`src/hw/rtl/chs_pkg.sv`:
```
`timescale 1ns / 1ps

package chs_pkg;

	localparam int unsigned KEY_W = 31;
	localparam int unsigned KICKS_W = 7;
	localparam int unsigned STATUS_W = 3;
	localparam logic [KICKS_W-1:0] KICKS_RESET = 7'd24;
	localparam logic [KICKS_W-1:0] KICKS_CAP = 7'd64;

	typedef enum logic [STATUS_W-1:0] {
		STAT_HIT      = 3'd0,
		STAT_MISS     = 3'd1,
		STAT_INSERTED = 3'd2,
		STAT_PRESENT  = 3'd3,
		STAT_FAILED   = 3'd4
	} status_t;

	typedef enum logic [1:0] {
		LEFT_ZERO,
		LEFT_CUR,
		LEFT_EVICT
	} left_sel_t;

	typedef enum logic [3:0] {
		ST_CLEAR,
		ST_IDLE,
		ST_DIV,
		ST_LRD,
		ST_LCHK,
		ST_RD1,
		ST_CHK1,
		ST_RD2,
		ST_CHK2,
		ST_RESP
	} chs_state_t;

	typedef struct packed {
		logic      load;
		logic      clr_step;
		logic      rd_lookup;
		logic      rd1;
		logic      rd2;
		logic      chk1;
		logic      chk2;
		logic      res_load;
		status_t   res_code;
		left_sel_t res_sel;
		logic      out_load;
	} cmd_t;

	typedef struct packed {
		logic clr_last;
		logic div_done;
		logic op;
		logic hit;
		logic v1;
		logic v2;
		logic last_round;
		logic zero_rounds;
	} sts_t;

endpackage

```
`src/hw/rtl/chs_ram.sv`:
```
`timescale 1ns / 1ps

module chs_ram #(
	parameter int unsigned WIDTH = 8,
	parameter int unsigned DEPTH = 16
) (
	input  logic                     clk,
	input  logic                     we,
	input  logic [$clog2(DEPTH)-1:0] waddr,
	input  logic [WIDTH-1:0]         wdata,
	input  logic                     re,
	input  logic [$clog2(DEPTH)-1:0] raddr,
	output logic [WIDTH-1:0]         rdata
);

	logic [WIDTH-1:0] mem [DEPTH];
	logic [WIDTH-1:0] rdata_q;

	always_ff @(posedge clk) begin
		if (we) begin
			mem[waddr] <= wdata;
		end
		if (re) begin
			rdata_q <= mem[raddr];
		end
	end

	assign rdata = rdata_q;

endmodule

```
`src/hw/rtl/chs_div.sv`:
```
`timescale 1ns / 1ps

module chs_div #(
	parameter int unsigned TABLE_SIZE = 16
) (
	input  logic                          clk,
	input  logic                          arst_n,
	input  logic                          start,
	input  logic [chs_pkg::KEY_W-1:0]     key,
	output logic                          done,
	output logic [$clog2(TABLE_SIZE)-1:0] slot_one,
	output logic [$clog2(TABLE_SIZE)-1:0] slot_two
);
	import chs_pkg::*;

	localparam int unsigned SW = $clog2(TABLE_SIZE);
	localparam bit IS_POW2 = (TABLE_SIZE & (TABLE_SIZE - 1)) == 0;

	generate
		if (IS_POW2) begin : g_pow2
			logic          done_q;
			logic [SW-1:0] s1_q;
			logic [SW-1:0] s2_q;

			always_ff @(posedge clk or negedge arst_n) begin
				if (!arst_n) begin
					done_q <= 1'b0;
				end else begin
					done_q <= start;
				end
			end

			always_ff @(posedge clk) begin
				if (start) begin
					s1_q <= key[SW-1:0];
					s2_q <= key[2*SW-1:SW];
				end
			end

			assign done = done_q;
			assign slot_one = s1_q;
			assign slot_two = s2_q;
		end else begin : g_recip
			localparam int unsigned SH = KEY_W + SW;
			localparam int unsigned PW = 2 * KEY_W + 1;
			localparam logic [63:0] RECIP_FULL =
				((64'd1 << SH) + 64'(TABLE_SIZE) - 64'd1) / 64'(TABLE_SIZE);
			localparam logic [KEY_W:0] RECIP = (KEY_W + 1)'(RECIP_FULL);
			localparam logic [SW-1:0] N_SW = SW'(TABLE_SIZE);

			logic             busy_q;
			logic             done_q;
			logic [1:0]       phase_q;
			logic [KEY_W-1:0] key_q;
			logic [KEY_W-1:0] quo_q;
			logic [SW-1:0]    quo2_q;
			logic [SW-1:0]    r1_q;
			logic [SW-1:0]    r2_q;
			logic [KEY_W-1:0] mul_in;
			logic [PW-1:0]    prod;
			logic [KEY_W-1:0] quo_n;
			logic [SW-1:0]    r1_n;
			logic [SW-1:0]    r2_n;

			always_comb begin
				mul_in = (phase_q == 2'd0) ? key_q : quo_q;
				prod = {{(KEY_W + 1){1'b0}}, mul_in} * {{KEY_W{1'b0}}, RECIP};
				quo_n = KEY_W'(prod >> SH);
				r1_n = key_q[SW-1:0] - quo_q[SW-1:0] * N_SW;
				r2_n = quo_q[SW-1:0] - quo2_q * N_SW;
			end

			always_ff @(posedge clk or negedge arst_n) begin
				if (!arst_n) begin
					busy_q <= 1'b0;
					done_q <= 1'b0;
					phase_q <= '0;
				end else begin
					done_q <= busy_q && (phase_q == 2'd2);
					if (start) begin
						busy_q <= 1'b1;
						phase_q <= '0;
					end else if (busy_q) begin
						phase_q <= phase_q + 2'd1;
						if (phase_q == 2'd2) begin
							busy_q <= 1'b0;
						end
					end
				end
			end

			always_ff @(posedge clk) begin
				if (start) begin
					key_q <= key;
				end
				if (busy_q) begin
					unique case (phase_q)
						2'd0: quo_q <= quo_n;
						2'd1: begin
							quo2_q <= quo_n[SW-1:0];
							r1_q <= r1_n;
						end
						default: r2_q <= r2_n;
					endcase
				end
			end

			assign done = done_q;
			assign slot_one = r1_q;
			assign slot_two = r2_q;
		end
	endgenerate

endmodule

```
`src/hw/rtl/chs_dp.sv`:
```
`timescale 1ns / 1ps

module chs_dp #(
	parameter int unsigned TABLE_SIZE = 16
) (
	input  logic                         clk,
	input  logic                         arst_n,
	input  chs_pkg::cmd_t                cmd,
	output chs_pkg::sts_t                sts,
	input  logic                         operation,
	input  logic [chs_pkg::KEY_W-1:0]    key,
	input  logic                         cfg_we,
	input  logic [chs_pkg::KICKS_W-1:0]  cfg_wdata,
	output logic [chs_pkg::STATUS_W-1:0] status,
	output logic [chs_pkg::KEY_W-1:0]    leftover_key
);
	import chs_pkg::*;

	localparam int unsigned SW = $clog2(TABLE_SIZE);
	localparam int unsigned EW = 1 + KEY_W + SW;

	logic [KICKS_W-1:0]  max_kicks_q;
	logic [KICKS_W-1:0]  rounds_q;
	logic [KICKS_W-1:0]  kicks_cap;
	logic [SW-1:0]       clr_addr_q;
	logic                op_q;
	logic [KEY_W-1:0]    cur_key_q;
	logic [SW-1:0]       pos1_q;
	logic [SW-1:0]       pos2_q;
	status_t             res_status_q;
	logic [KEY_W-1:0]    res_left_q;
	logic [STATUS_W-1:0] status_q;
	logic [KEY_W-1:0]    leftover_q;

	logic                div_done;
	logic [SW-1:0]       div_s1;
	logic [SW-1:0]       div_s2;

	logic                we1;
	logic                we2;
	logic [SW-1:0]       waddr1;
	logic [SW-1:0]       waddr2;
	logic [EW-1:0]       wdata1;
	logic [EW-1:0]       wdata2;
	logic [EW-1:0]       rdata1;
	logic [EW-1:0]       rdata2;
	logic                v1;
	logic                v2;
	logic [KEY_W-1:0]    k1;
	logic [KEY_W-1:0]    k2;
	logic [SW-1:0]       o1;
	logic [SW-1:0]       o2;
	logic [KEY_W-1:0]    left_n;

	chs_div #(
		.TABLE_SIZE(TABLE_SIZE)
	) u_div (
		.clk     (clk),
		.arst_n  (arst_n),
		.start   (cmd.load),
		.key     (key),
		.done    (div_done),
		.slot_one(div_s1),
		.slot_two(div_s2)
	);

	always_comb begin
		v1 = rdata1[EW-1];
		k1 = rdata1[EW-2:SW];
		o1 = rdata1[SW-1:0];
		v2 = rdata2[EW-1];
		k2 = rdata2[EW-2:SW];
		o2 = rdata2[SW-1:0];
		we1 = cmd.clr_step | cmd.chk1;
		we2 = cmd.clr_step | cmd.chk2;
		waddr1 = cmd.clr_step ? clr_addr_q : pos1_q;
		waddr2 = cmd.clr_step ? clr_addr_q : pos2_q;
		wdata1 = cmd.clr_step ? '0 : {1'b1, cur_key_q, pos2_q};
		wdata2 = cmd.clr_step ? '0 : {1'b1, cur_key_q, pos1_q};
		kicks_cap = (max_kicks_q > KICKS_CAP) ? KICKS_CAP : max_kicks_q;
		unique case (cmd.res_sel)
			LEFT_CUR:   left_n = cur_key_q;
			LEFT_EVICT: left_n = k2;
			default:    left_n = '0;
		endcase
	end

	chs_ram #(
		.WIDTH(EW),
		.DEPTH(TABLE_SIZE)
	) u_ram1 (
		.clk  (clk),
		.we   (we1),
		.waddr(waddr1),
		.wdata(wdata1),
		.re   (cmd.rd_lookup | cmd.rd1),
		.raddr(pos1_q),
		.rdata(rdata1)
	);

	chs_ram #(
		.WIDTH(EW),
		.DEPTH(TABLE_SIZE)
	) u_ram2 (
		.clk  (clk),
		.we   (we2),
		.waddr(waddr2),
		.wdata(wdata2),
		.re   (cmd.rd_lookup | cmd.rd2),
		.raddr(pos2_q),
		.rdata(rdata2)
	);

	always_ff @(posedge clk or negedge arst_n) begin
		if (!arst_n) begin
			max_kicks_q <= KICKS_RESET;
			clr_addr_q <= '0;
		end else begin
			if (cfg_we) begin
				max_kicks_q <= cfg_wdata;
			end
			if (cmd.clr_step) begin
				clr_addr_q <= clr_addr_q + 1'b1;
			end
		end
	end

	always_ff @(posedge clk) begin
		if (cmd.load) begin
			op_q <= operation;
			cur_key_q <= key;
			rounds_q <= kicks_cap;
		end
		if (div_done) begin
			pos1_q <= div_s1;
			pos2_q <= div_s2;
		end
		if (cmd.chk1 && v1) begin
			cur_key_q <= k1;
			pos2_q <= o1;
		end
		if (cmd.chk2 && v2) begin
			cur_key_q <= k2;
			pos1_q <= o2;
			rounds_q <= rounds_q - 1'b1;
		end
		if (cmd.res_load) begin
			res_status_q <= cmd.res_code;
			res_left_q <= left_n;
		end
		if (cmd.out_load) begin
			status_q <= res_status_q;
			leftover_q <= res_left_q;
		end
	end

	always_comb begin
		sts.clr_last = clr_addr_q == SW'(TABLE_SIZE - 1);
		sts.div_done = div_done;
		sts.op = op_q;
		sts.hit = (v1 && k1 == cur_key_q) || (v2 && k2 == cur_key_q);
		sts.v1 = v1;
		sts.v2 = v2;
		sts.last_round = rounds_q == KICKS_W'(1);
		sts.zero_rounds = rounds_q == '0;
	end

	assign status = status_q;
	assign leftover_key = leftover_q;

endmodule

```
`src/hw/rtl/chs_ctrl.sv`:
```
`timescale 1ns / 1ps

module chs_ctrl (
	input  logic           clk,
	input  logic           arst_n,
	input  logic           in_valid,
	output logic           in_ready,
	output logic           out_valid,
	input  logic           out_ready,
	input  chs_pkg::sts_t  sts,
	output chs_pkg::cmd_t  cmd
);
	import chs_pkg::*;

	chs_state_t state_q;
	chs_state_t state_n;
	logic       out_valid_q;

	always_comb begin
		state_n = state_q;
		unique case (state_q)
			ST_CLEAR: if (sts.clr_last) state_n = ST_IDLE;
			ST_IDLE:  if (in_valid) state_n = ST_DIV;
			ST_DIV:   if (sts.div_done) state_n = ST_LRD;
			ST_LRD:   state_n = ST_LCHK;
			ST_LCHK: begin
				if (!sts.op || sts.hit || sts.zero_rounds) begin
					state_n = ST_RESP;
				end else begin
					state_n = ST_CHK1;
				end
			end
			ST_RD1:   state_n = ST_CHK1;
			ST_CHK1:  state_n = sts.v1 ? ST_RD2 : ST_RESP;
			ST_RD2:   state_n = ST_CHK2;
			ST_CHK2: begin
				if (!sts.v2 || sts.last_round) begin
					state_n = ST_RESP;
				end else begin
					state_n = ST_RD1;
				end
			end
			ST_RESP:  if (!out_valid_q || out_ready) state_n = ST_IDLE;
			default:  state_n = ST_CLEAR;
		endcase
	end

	always_comb begin
		cmd = '0;
		cmd.res_code = STAT_HIT;
		cmd.res_sel = LEFT_ZERO;
		in_ready = 1'b0;
		unique case (state_q)
			ST_CLEAR: cmd.clr_step = 1'b1;
			ST_IDLE: begin
				in_ready = 1'b1;
				cmd.load = in_valid;
			end
			ST_LRD:   cmd.rd_lookup = 1'b1;
			ST_LCHK: begin
				priority if (!sts.op) begin
					cmd.res_load = 1'b1;
					cmd.res_code = sts.hit ? STAT_HIT : STAT_MISS;
				end else if (sts.hit) begin
					cmd.res_load = 1'b1;
					cmd.res_code = STAT_PRESENT;
				end else if (sts.zero_rounds) begin
					cmd.res_load = 1'b1;
					cmd.res_code = STAT_FAILED;
					cmd.res_sel = LEFT_CUR;
				end else begin
					cmd.res_load = 1'b0;
				end
			end
			ST_RD1:   cmd.rd1 = 1'b1;
			ST_CHK1: begin
				cmd.chk1 = 1'b1;
				if (!sts.v1) begin
					cmd.res_load = 1'b1;
					cmd.res_code = STAT_INSERTED;
				end
			end
			ST_RD2:   cmd.rd2 = 1'b1;
			ST_CHK2: begin
				cmd.chk2 = 1'b1;
				priority if (!sts.v2) begin
					cmd.res_load = 1'b1;
					cmd.res_code = STAT_INSERTED;
				end else if (sts.last_round) begin
					cmd.res_load = 1'b1;
					cmd.res_code = STAT_FAILED;
					cmd.res_sel = LEFT_EVICT;
				end else begin
					cmd.res_load = 1'b0;
				end
			end
			ST_RESP:  cmd.out_load = !out_valid_q || out_ready;
			default:  cmd.load = 1'b0;
		endcase
	end

	always_ff @(posedge clk or negedge arst_n) begin
		if (!arst_n) begin
			state_q <= ST_CLEAR;
			out_valid_q <= 1'b0;
		end else begin
			state_q <= state_n;
			if (cmd.out_load) begin
				out_valid_q <= 1'b1;
			end else if (out_ready) begin
				out_valid_q <= 1'b0;
			end
		end
	end

	assign out_valid = out_valid_q;

	a_accept_drops_ready: assert property (@(posedge clk) disable iff (!arst_n)
		in_valid && in_ready |=> !in_ready)
		else $error("ready held after a request was accepted");

	a_no_overwrite: assert property (@(posedge clk) disable iff (!arst_n)
		cmd.out_load |-> !out_valid_q || out_ready)
		else $error("pending result overwritten");

	a_chk1_after_read: assert property (@(posedge clk) disable iff (!arst_n)
		state_q == ST_CHK1 |-> $past(state_q) == ST_LCHK || $past(state_q) == ST_RD1)
		else $error("table one checked without a read");

	a_one_result: assert property (@(posedge clk) disable iff (!arst_n)
		cmd.res_load |=> state_q == ST_RESP)
		else $error("result stored outside the response path");

endmodule

```
`src/hw/rtl/cuckoo_hash_set.sv`:
```
// Two-table cuckoo hash set of 31-bit keys with one request in flight at a time.
// After reset both tables are swept clean, one slot per cycle, with in_ready low;
// max_kicks may be written meanwhile. Slots come from bit fields of the key when
// TABLE_SIZE is a power of two and from a reciprocal-multiply remainder unit
// otherwise. Each table is a one-port-write, registered-read RAM, so a lookup or
// an already-present insert passes from acceptance through the slot unit, a read
// of both tables and a check before its result reaches the output register and
// raises out_valid; an insert that lands in its table-one slot adds the table-one
// check and swap, which reuses that read, and every further displacement step
// (read, then check and swap in the other table) alternates between the tables.
// The next request can be accepted the cycle after the result enters the output
// register, where it sits while the next request is taken. A failed insert
// reports the homeless key in leftover_key.
`timescale 1ns / 1ps

module cuckoo_hash_set #(
	parameter int unsigned TABLE_SIZE = 16
) (
	input  logic                         clk,
	input  logic                         arst_n,
	input  logic                         in_valid,
	output logic                         in_ready,
	input  logic                         operation,
	input  logic [chs_pkg::KEY_W-1:0]    key,
	output logic                         out_valid,
	input  logic                         out_ready,
	output logic [chs_pkg::STATUS_W-1:0] status,
	output logic [chs_pkg::KEY_W-1:0]    leftover_key,
	input  logic                         cfg_we,
	input  logic [chs_pkg::KICKS_W-1:0]  cfg_wdata
);
	import chs_pkg::*;

	cmd_t cmd;
	sts_t sts;

	chs_ctrl u_ctrl (
		.clk      (clk),
		.arst_n   (arst_n),
		.in_valid (in_valid),
		.in_ready (in_ready),
		.out_valid(out_valid),
		.out_ready(out_ready),
		.sts      (sts),
		.cmd      (cmd)
	);

	chs_dp #(
		.TABLE_SIZE(TABLE_SIZE)
	) u_dp (
		.clk         (clk),
		.arst_n      (arst_n),
		.cmd         (cmd),
		.sts         (sts),
		.operation   (operation),
		.key         (key),
		.cfg_we      (cfg_we),
		.cfg_wdata   (cfg_wdata),
		.status      (status),
		.leftover_key(leftover_key)
	);

endmodule

```
`config.mk`:
```
export PLATFORM = sky130hd
export DESIGN_NAME = cuckoo_hash_set
export DESIGN_NICKNAME = d
export VERILOG_FILES = /design/src/hw/rtl/chs_pkg.sv /design/src/hw/rtl/chs_ram.sv /design/src/hw/rtl/chs_div.sv /design/src/hw/rtl/chs_dp.sv /design/src/hw/rtl/chs_ctrl.sv /design/src/hw/rtl/cuckoo_hash_set.sv
export SDC_FILE = /design/constraint.sdc
export NUM_CORES = 1
export LEC_CHECK = 0
export BUFFER_PORTS_ARGS = -buffer_cell sky130_fd_sc_hd__buf_2
export CAP_MARGIN = 20
export CORE_UTILIZATION = 45
export CTS_CLUSTER_DIAMETER = 80
export CTS_CLUSTER_SIZE = 25
export DETAILED_ROUTE_END_ITERATION = 7
export GPL_ROUTABILITY_DRIVEN = 1
export PLACE_DENSITY = 0.73
export RECOVER_POWER = 100
export SLEW_MARGIN = 20
export SYNTH_ARGS = -nofsm -noshare
export SYNTH_HDL_FRONTEND = slang
export SYNTH_SLANG_ARGS = --single-unit
```
`constraint.sdc`:
```
create_clock -name clk -period 3.5 [get_ports clk]
set_input_delay 0.525 -clock clk [delete_from_list [all_inputs] [get_ports clk]]
set_output_delay 0.525 -clock clk [all_outputs]
set_load 0.005 [all_outputs]
```
Word level (Yosys, flattened, before mapping)
Memory sizes are Yosys's and may differ from the RTL's. A register that Yosys moved wholly into a read port is not among the register bits.
Index checks and enable logic that the tools add are counted.
{"block": "word_totals", "regBits": 140, "mem_bits_rw": 1152, "in_bits": 44, "out_inout_bits": 36, "wordCells": 116, "mem_count": 2}
{"memory": "u_dp.u_ram1.mem", "depth": 16, "word_bits": 36, "rd": 1, "rd_clocked_by_memory_dff": 1, "wr": 1, "line": "chs_ram.sv:16", "rtl": "logic [WIDTH-1:0] mem [DEPTH];"}
{"memory": "u_dp.u_ram2.mem", "depth": 16, "word_bits": 36, "rd": 1, "rd_clocked_by_memory_dff": 1, "wr": 1, "line": "chs_ram.sv:16"}
{"block": "classes", "add_sub_neg": 2, "magnitude_cmp": 1, "n_eq_ne": 19, "n_mux": 52, "bitwise": 4, "reduce_logical": 20}
{"operator": "$mux W31", "count": 3}
{"operator": "$mux W36", "count": 2}
{"operator": "$mux W4", "count": 17}
{"operator": "$eq A31 B31 Y1", "count": 2}
{"operator": "$pmux W31 S2", "count": 1}
{"operator": "$pmux W4 S10", "count": 1}
{"operator": "$mux W7", "count": 3}
{"operator": "$mux W1", "count": 18}
{"operator": "$eq A4 B3 Y1 const B", "count": 4}
{"operator": "$eq A4 B4 Y1 const B", "count": 3}
{"operator": "$pmux W4 S3", "count": 1}
{"operator": "$mux W5", "count": 2}
{"operator": "$eq A4 B2 Y1 const B", "count": 2}
{"operator": "$reduce_bool A2 Y1", "count": 4}
{"operator": "$eq A7 B1 Y1 const B", "count": 1}
{"operator": "$gt A7 B7 Y1 const B", "count": 1}
{"operator": "$logic_not A7 Y1", "count": 1}
{"operator": "$sub A7 B1 Y7 const B", "count": 1}
{"operator": "$mux W2", "count": 3}
{"operator": "$logic_or A1 B1 Y1", "count": 5}
{"operator": "$add A4 B1 Y4 const B", "count": 1}
{"operator": "$eq A4 B1 Y1 const B", "count": 1}
{"operator": "$logic_and A1 B1 Y1", "count": 4}
{"operator": "$logic_not A4 Y1", "count": 1}
{"operator": "other kinds (9)", "count": 16}

Depth between registers and ports, before layout
Gate-level depths: netlist (run 1).
{"block": "depth", "ltp_word": 8, "ltp_mapped": 11, "depth_no_buf": 10}

By module
From an unflattened synthesis (run 1), not the netlist that was laid out.
{"block": "hier_totals", "hier_cells": 2463, "area_unflattened_um2": 52487.8}
{"mod": "chs_ram at u_dp.u_ram2", "n_inst": 1, "cells_each": 938, "area_per_inst_um2": 22680.5, "seq_area_each_um2": 18377.6}
{"mod": "chs_ram at u_dp.u_ram1", "n_inst": 1, "cells_each": 938, "area_per_inst_um2": 22679.3, "seq_area_each_um2": 18377.6}
{"mod": "chs_dp", "n_inst": 1, "cells_each": 512, "area_per_inst_um2": 6332.3, "seq_area_each_um2": 3731.1}
{"mod": "chs_ctrl", "n_inst": 1, "cells_each": 66, "area_per_inst_um2": 530.5, "seq_area_each_um2": 125.1}
{"mod": "chs_div", "n_inst": 1, "cells_each": 9, "area_per_inst_um2": 265.3, "seq_area_each_um2": 265.3}

Worst setup path before layout (run 1)
No wires, ideal clock.
{"block": "synth_path", "path_type": "register to register", "start": "register u_dp.pos2_q[1]", "end": "memory u_dp.u_ram2.mem[11][0] (netlist name) (enable)", "setup_ns": 0.429, "arrival_time_ns": 3.195, "required_ns": 3.071, "setup_slack_ns": -0.125, "path_stages_with_launch": 7, "n_path_buf": 2, "period_less_slack_ns": 3.625, "path_cell_list": "edfxtp_1 > buf_2 > buf_1 > inv_1 > nor2_1 > a21oi_1 > nor2_1"}
{"block": "synth_between", "elab_chain_cells": 1}
{"element": "from (decl)", "line": "chs_dp.sv:29", "rtl": "logic [SW-1:0] pos2_q;"}
{"element": "from (signal assigned)", "line": "chs_dp.sv:136", "rtl": "pos2_q <= div_s2;"}
{"element": "$mux W4", "line": "chs_dp.sv:77", "rtl": "waddr2 = cmd.clr_step ? clr_addr_q : pos2_q;"}
{"element": "to (decl)", "line": "chs_ram.sv:16"}
Every way passes these cells.

Worst setup path after layout (run 1)
{"block": "layout_path", "start": "register u_ctrl.state_q[0]", "end": "memory u_dp.u_ram2.mem[14][17] (netlist name) (enable)"}
{"block": "layout_between", "elab_chain_cells": 5, "elab_cells_between_ends": 8, "cone_classes": "eq/ne: 1; mux: 5; bitwise: 1; reduce/logical: 1"}
{"element": "from (decl)", "line": "chs_ctrl.sv:15", "rtl": "chs_state_t state_q;"}
{"element": "from (signal assigned)", "line": "chs_ctrl.sv:107", "rtl": "state_q <= state_n;"}
{"element": "$eq A4 B4 Y1 / $logic_not A4 Y1 (equally long branches)", "line": "chs_ctrl.sv:53", "rtl": "unique case (state_q)"}
{"element": "$mux W1", "line": "chs_ctrl.sv:53"}
{"element": "$or A1 B1 Y1", "line": "chs_dp.sv:75", "rtl": "we2 = cmd.clr_step | cmd.chk2;"}
{"element": "$mux W1", "line": "chs_ram.sv:20", "rtl": "if (we) begin"}
{"element": "$mux W1 (implied by the code)", "line": "chs_ram.sv:21", "rtl": "mem[waddr] <= wdata;"}
Several ways; a longest one is shown, not always the timed one.

==> impl_metrics.ini, run 1 <==
[min_path]
hold_depth = 1
hold_class = in2reg
holdPathEnd = u_dp.op_q
worstHoldStart = operation

[run]
maxCapViolations = 4

[global_routing]
grt_start_max_net_pins = 111
grt_remaining_overflow = 0
grt_usage_pct = 20.3
grt_pass1_vias = 24300
grt_pass1_wl_um = 171000
antenna_found_initial = 1

[sta]
worstMarginPinSlew_ns = 1.84
finalSetupViolations = 0
finalCritPeriodShare_pct = 95.6
slew_headroom_pct = -22.4
max_freq_mhz = 299
skew_ns = 0.0265
slew_violations = 281
rsz0062_at_grt = false
fin_setup_tns_ns = 0
min_period_ns = 3.35
final-hold-violation-count = 0

[clock_network]
cts_buffers = 66
cts_tree = built
cts_buffer_depth = 3
cts.repair.resized = 0
root_buffer = clkbuf_16
htreeDepth = 3
cts.sinks = 1364
clock_latency_ns = 0.67
clk_pin_slew_ns = 0.10

[power]
powerDensity_mw_per_mm2 = 723
ir_worst_vdd_v = 0.000396
comb_power_share_pct = 22.6
p_sw_w = 0.0122
clock_power_share_pct = 20.7
power_leakage_nw = 17.6
p_int_w = 0.0293
p_seq_share_pct = 56.7
sw_frac_of_total_pct = 29.4

[floorplanning]
die_w_um = 344
die_h_um = 344
initial_core_util_pct = 45.4
coreArea_mm2 = 0.116
num_rows = 125
die-area_mm2 = 0.119
io_pins = 80

[detailed_routing]
met1_length_um = 48700
finalWirelength_um = 119000
dr.first_iter.drc_count = 3414
drt_pass1_iterations = 6
ant_nets = 0
wire_per_inst_um = 29.7
drc = 0
via_per_inst = 6.08
dr_wl_met2_um = 57200
vias = 24400
wl_met3_um = 10400
top_layer_used = met5

[layout]
mostFrequentLayoutCell = edfxtp_1
fin_util_pct = 49.3
mostFrequentLayoutCells = 1347 x edfxtp_1, 360 x mux4_2, 76 x nor2_1
drive_gt1_share_pct = 25.7
layout.nets = 2525
multi_input_area_mm2 = 0.0114
nFillCells = 8993
area_growth_pct = 8.70
regArea_mm2 = 0.0409

[place]
post-dp-hpwl_um = 68800
globalplace.congestion = 0.904
port-buffer-count = 79

[worst_setup_path]
cp-end-kind = flop
critPathLaunch = u_ctrl.state_q[0]
cp.arrival_ns = 3.63
r2r_setup_slack_ns = 0.15
required_ns = 3.78
worstSetupPathType = reg2reg
r2r_cells = 7
cp-start-kind = flop
r2r-start = u_ctrl.state_q[0]
critPathMaxFanout = 36
regToRegEndpoint = u_dp.u_ram2.mem[14][17]

[logic_synthesis]
synthCells = 2323
yosysUniqueCellTypes = 50
ys_warn_count = 0
yosys_register_bits = 1364
synth_area_mm2 = 0.0527
avgSynthCellArea_um2 = 22.7
seq_area_frac_synth_pct = 77.5
syn_nets = 2374

[run_status]
outcome = finished, violations left
violations = max-capacitance violations, max-slew violations
[timing repair]
action,CTS,global route
hold buffers,1,0
hold endpoints to repair,15,0
buffers inserted,0,0
[routing by layer]
metal  vias to the layer above  GRT usage (%)
li1                       9946              -
met4                         2           4.95
met2                      1134           31.9
met3                       133           4.78
met1                     13200           28.7
met5                         -              0
[registers in the layout, summed over array words and instances, names as in the netlist]
signal and flops:
u_dp.res_left_q 31, u_dp.u_ram2.rdata 36, u_dp.status 3, u_dp.leftover_key 31
u_dp.cur_key_q 31, u_dp.u_div.slot_one 4, u_dp.rounds_q 7, u_dp.max_kicks_q 7
u_dp.pos1_q 4, u_dp.clr_addr_q 4, u_ctrl.out_valid 1, u_ctrl.state_q 4
u_dp.op_q 1, u_dp.pos2_q 4, u_dp.u_div.done 1, u_dp.res_status_q 3
u_dp.u_div.slot_two 4, u_dp.u_ram1.rdata 36, u_dp.u_ram1.mem 576, u_dp.u_ram2.mem 576
[Yosys cell counts (all sizes together)]
library cell | n | share of area [%]
nor3b | 5 | 0.071
and2 | 2 | 0.024
nor3 | 11 | 0.11
or4b | 1 | 0.019
nor2 | 109 | 0.78
o31a | 1 | 0.017
o211ai | 2 | 0.028
a31o | 2 | 0.033
nand3 | 7 | 0.066
o32a | 1 | 0.019
o32ai | 1 | 0.017
and3b | 1 | 0.017
a22o | 1 | 0.017
mux2 | 15 | 0.32
or4 | 1 | 0.014
dfstp | 2 | 0.10
nand4 | 18 | 0.21
nor2b | 39 | 0.46
clkbuf | 62 | 0.44
and4 | 1 | 0.017
o22a | 2 | 0.033
a21oi | 38 | 0.36
inv | 13 | 0.093
buf | 58 | 0.85
o21ai | 15 | 0.14
or3 | 1 | 0.012
mux2i | 31 | 0.59
nand2b | 6 | 0.071
and3 | 3 | 0.036
a22oi | 32 | 0.46
edfxtp | 1347 | 77
nand2 | 21 | 0.15
xor2 | 2 | 0.033
dfrtp | 15 | 0.71
ha | 7 | 0.17
xnor2 | 68 | 1.1
nor4 | 5 | 0.088
o31ai | 1 | 0.014
a21o | 4 | 0.057
mux4 | 360 | 15
nand3b | 6 | 0.085
a31oi | 6 | 0.071
[power groups by stage]
stage / sequential, W / combinational [W] / clock [W]
global placement: 0.0237 / 0.00946 / 0
detailed placement: 0.0238 / 0.00978 / 0
floorplan: 0.0234 / 0.00574 / 0
global route: 0.0237 / 0.00993 / 0.00922
finish: 0.0235 / 0.00938 / 0.00856
CTS: 0.0234 / 0.00981 / 0.00872
[stage by stage]
stage               hold WS (ns)  worst slack [ns]  cells  instance area (µm²)  total power [W]
floorplan                  0.229            -0.125   2323                52700           0.0291
global placement           0.416             0.498   3929                56000           0.0331
detailed placement         0.425             0.421   3929                56000           0.0335
CTS                       0.0384             0.395   4013                57900           0.0419
global route              0.0829            0.0647   4013                57300           0.0428
finish                    0.0976             0.154   4015                57300           0.0414
[cell type report]
type	count	area share, %
inverters	13	0.0851
diodes	2	0.00873
clock buffers	75	3.05
flip-flops and latches	1364	71.3
clock inverters	8	0.231
multi-input cells	826	19.8
well taps	1524	3.33
repair buffers	203	2.19
[critical path, stage by stage (launching register included)]
cell      delay, ns
dfrtp_1        0.54
nor4_1         0.44
clkbuf_1       0.35
buf_4          0.27
nand2_1        0.09
o32a_1         0.37
nor2_4         0.16
clkbuf_4       0.66
[kinds of logic (layout without fill, tap and decap cells)]
logic type      count (synthesis)  count (layout)  share of synthesized area (%)
simple gates                  237             237                           2.23
mux                           406             406                           16.3
xor+xnor                       70              70                           1.16
flops                        1364            1364                           77.5
fa+ha+maj                       7               7                          0.166
other cells                     0               2                              0
buf+inv                       133             299                           1.38
compound gates                106             106                           1.26
[how the worst max path moves through the flow]
stage	slack, ns	depth (start not counted)	endpoint
floorplan	-0.12	6	u_dp.u_ram2.mem[11][0]
global placement	0.50	10	u_dp.res_left_q[23]
detailed placement	0.42	10	u_dp.res_left_q[9]
CTS	0.39	10	u_dp.res_left_q[1]
global route	0.06	7	u_dp.u_ram2.mem[14][4]
finish	0.15	7	u_dp.u_ram2.mem[14][17]
No activity file was read; power rests on OpenSTA's default activity.
==> run 2: changes to the inputs <==
--- a/config.mk
+++ b/config.mk
@@ -7,12 +7,14 @@
 export LEC_CHECK = 0
 export BUFFER_PORTS_ARGS = -buffer_cell sky130_fd_sc_hd__buf_2
 export CAP_MARGIN = 20
+export CELL_PAD_IN_SITES_DETAIL_PLACEMENT = 0
+export CELL_PAD_IN_SITES_GLOBAL_PLACEMENT = 1
 export CORE_UTILIZATION = 45
 export CTS_CLUSTER_DIAMETER = 80
 export CTS_CLUSTER_SIZE = 25
 export DETAILED_ROUTE_END_ITERATION = 7
 export GPL_ROUTABILITY_DRIVEN = 1
-export PLACE_DENSITY = 0.73
+export PLACE_DENSITY = 0.78
 export RECOVER_POWER = 100
 export SLEW_MARGIN = 20
 export SYNTH_ARGS = -nofsm -noshare
==> run 2 against run 1 <==
Effect of this change:
- setup slack lost 0.012 ns
- critical path type unchanged
- sequential share of layout area is 0.090 points lower
- via count fell by 0.34%
- cell area grew 0.13%
- largest power group unchanged
- die area did not move
- total power increased by 0.10%
- the flow still finishes with violations (max-capacitance violations, max-slew violations)
- cell count barely moved
- critical path depth unchanged
==> impl_metrics.ini, run 2 (synthesis results as in run 1) <==
[worst_setup_path]
cp-start-kind = flop
path_cells = xnor2_1, nand4_1, nor4_1, a22oi_1, nand3_1, a21o_2, buf_2
cp.arrival_ns = 3.66
cp_num_buf_inv = 1
cp_num_cells = 7
regToRegEndpoint = u_dp.res_left_q[8]
max_stage_delay_ns = 0.66
worstSetupPathType = reg2reg
cp_slowest_cell = buf_2
critPathMaxFanout = 34
r2r_cells = 7
r2r-start = u_dp.cur_key_q[30]
r2r_setup_slack_ns = 0.14
path_delay_family = simple AND/OR/NAND/NOR gates
required_ns = 3.80
cp-end-kind = flop

[floorplanning]
die_w_um = 344
num_rows = 125
initial_core_util_pct = 45.4
io_pins = 80
die_h_um = 344
die-area_mm2 = 0.119
coreArea_mm2 = 0.116

[global_routing]
grt_remaining_overflow = 0
grt_pass1_wl_um = 174000
grt_usage_pct = 20.8
grt_pass1_vias = 24600
antenna_found_initial = 3
grt_start_max_net_pins = 117

[run_status]
outcome = finished, violations left
violations = max-capacitance violations, max-slew violations

[sta]
max_freq_mhz = 298
fin_ws_ns = 0.142
finalCritPeriodShare_pct = 95.9
slew_violations = 70
skew_ns = 0.0429
slew_headroom_pct = -24.2
rsz0062_at_grt = false
final-hold-violation-count = 0
min_period_ns = 3.36
finalSetupViolations = 0
fin_setup_tns_ns = 0
worstMarginPinSlew_ns = 1.86

[min_path]
holdPathEnd = u_dp.op_q
worstHoldStart = operation
hold_class = in2reg
hold_depth = 1

[clock_network]
cts_buffers = 66
cts_tree = built
htreeDepth = 3
clock_latency_ns = 0.68
clk_pin_slew_ns = 0.10
cts.sinks = 1364
root_buffer = clkbuf_16
cts_buffer_depth = 3
cts.repair.resized = 0

[layout]
antennaDiodeCount = 0
mostFrequentLayoutCells = 1347 x edfxtp_1, 360 x mux4_2, 81 x nor2_1
reg_top3 = u_dp.u_ram1.mem (576), u_dp.u_ram2.mem (576)
drive_gt1_share_pct = 26.1
area_growth_pct = 8.84
layout.nets = 2530
mostFrequentLayoutCell = edfxtp_1

[detailed_routing]
wire_per_inst_um = 30.3
ant_nets = 0
finalWirelength_um = 122000
drc = 0
dr.first_iter.drc_count = 3025
vias = 24300
via_per_inst = 6.06
drt_pass1_iterations = 5

[power]
powerDensity_mw_per_mm2 = 723
power_leakage_nw = 17.7
ir_worst_vdd_v = 0.000407

[run]
maxCapViolations = 2

[place]
pre_cts_slack_ns = 0.403
port-buffer-count = 79
post-dp-hpwl_um = 71300
globalplace.congestion = 0.919
run 2: area by class of cell:
type | count | area, µm²
clock buffers | 73 | 1740
clock inverters | 10 | 128
fillers | 9105 | 58800
inverters | 13 | 48.8
multi-input cells | 826 | 11400
flip-flops and latches | 1364 | 40900
well taps | 1524 | 1910
repair buffers | 208 | 1320
run 2: report_power, final:
group | total (W) | leakage, nW | switching [W] | internal [W]
combinational | 0.00937 | 4.35 | 0.00631 | 0.00306
clock | 0.00857 | 0.914 | 0.00493 | 0.00364
sequential | 0.0235 | 12.4 | 0.00101 | 0.0225
total | 0.0415 | 17.7 | 0.0123 | 0.0292
run 2: worst register-to-register path, delay by kind of cell (launching register included):
kind	cells	cell delay (ns)
buffers and inverters	1	0.66
and+or+nand+nor	3	0.92
AOI/OAI and AO/OA	2	0.44
xor gates and xnor gates	1	0.43
DFF	1	0.50
run 2: metal layers:
metal	global-route usage, %	vias up	wire length, µm
met5	0	-	0
met4	5.85	0	3360
met3	4.39	170	10400
met2	32.7	1144	58100
met1	29.5	13100	49900
li1	-	9940	-
run 2: how the worst max path moves through the flow:
stage                       startpoint                     end  slack, ns
global route         u_ctrl.state_q[1]  u_dp.u_ram2.mem[8][21]       0.09
floorplan               u_dp.pos2_q[1]  u_dp.u_ram2.mem[11][0]      -0.12
finish              u_dp.cur_key_q[30]      u_dp.res_left_q[8]       0.14
global placement    u_dp.cur_key_q[30]     u_dp.res_left_q[24]       0.47
detailed placement  u_dp.cur_key_q[30]     u_dp.res_left_q[13]       0.40
CTS                 u_dp.cur_key_q[30]      u_dp.res_left_q[8]       0.37
run 2: what timing repair did:
action	4_1_cts	5_1_grt
buffers inserted	0	0
hold buffers	1	0
hold endpoints to repair	15	0
setup endpoints to repair	0	0
run 2: through the flow:
stage / area, µm² / cells / utilization [%] / hold WS [ns] / total power [W]
5_1_grt: 57400 / 4018 / 49.4 / 0.0797 / 0.0428
3_5_place_dp: 56000 / 3934 / 48.2 / 0.406 / 0.0336
6_report: 57400 / 4018 / 49.4 / 0.0784 / 0.0415
2_1_floorplan: 52700 / 2323 / - / 0.229 / 0.0291
3_3_place_gp: 56000 / 3934 / 48.2 / 0.414 / 0.0331
4_1_cts: 57900 / 4018 / 49.8 / 0.0274 / 0.0420
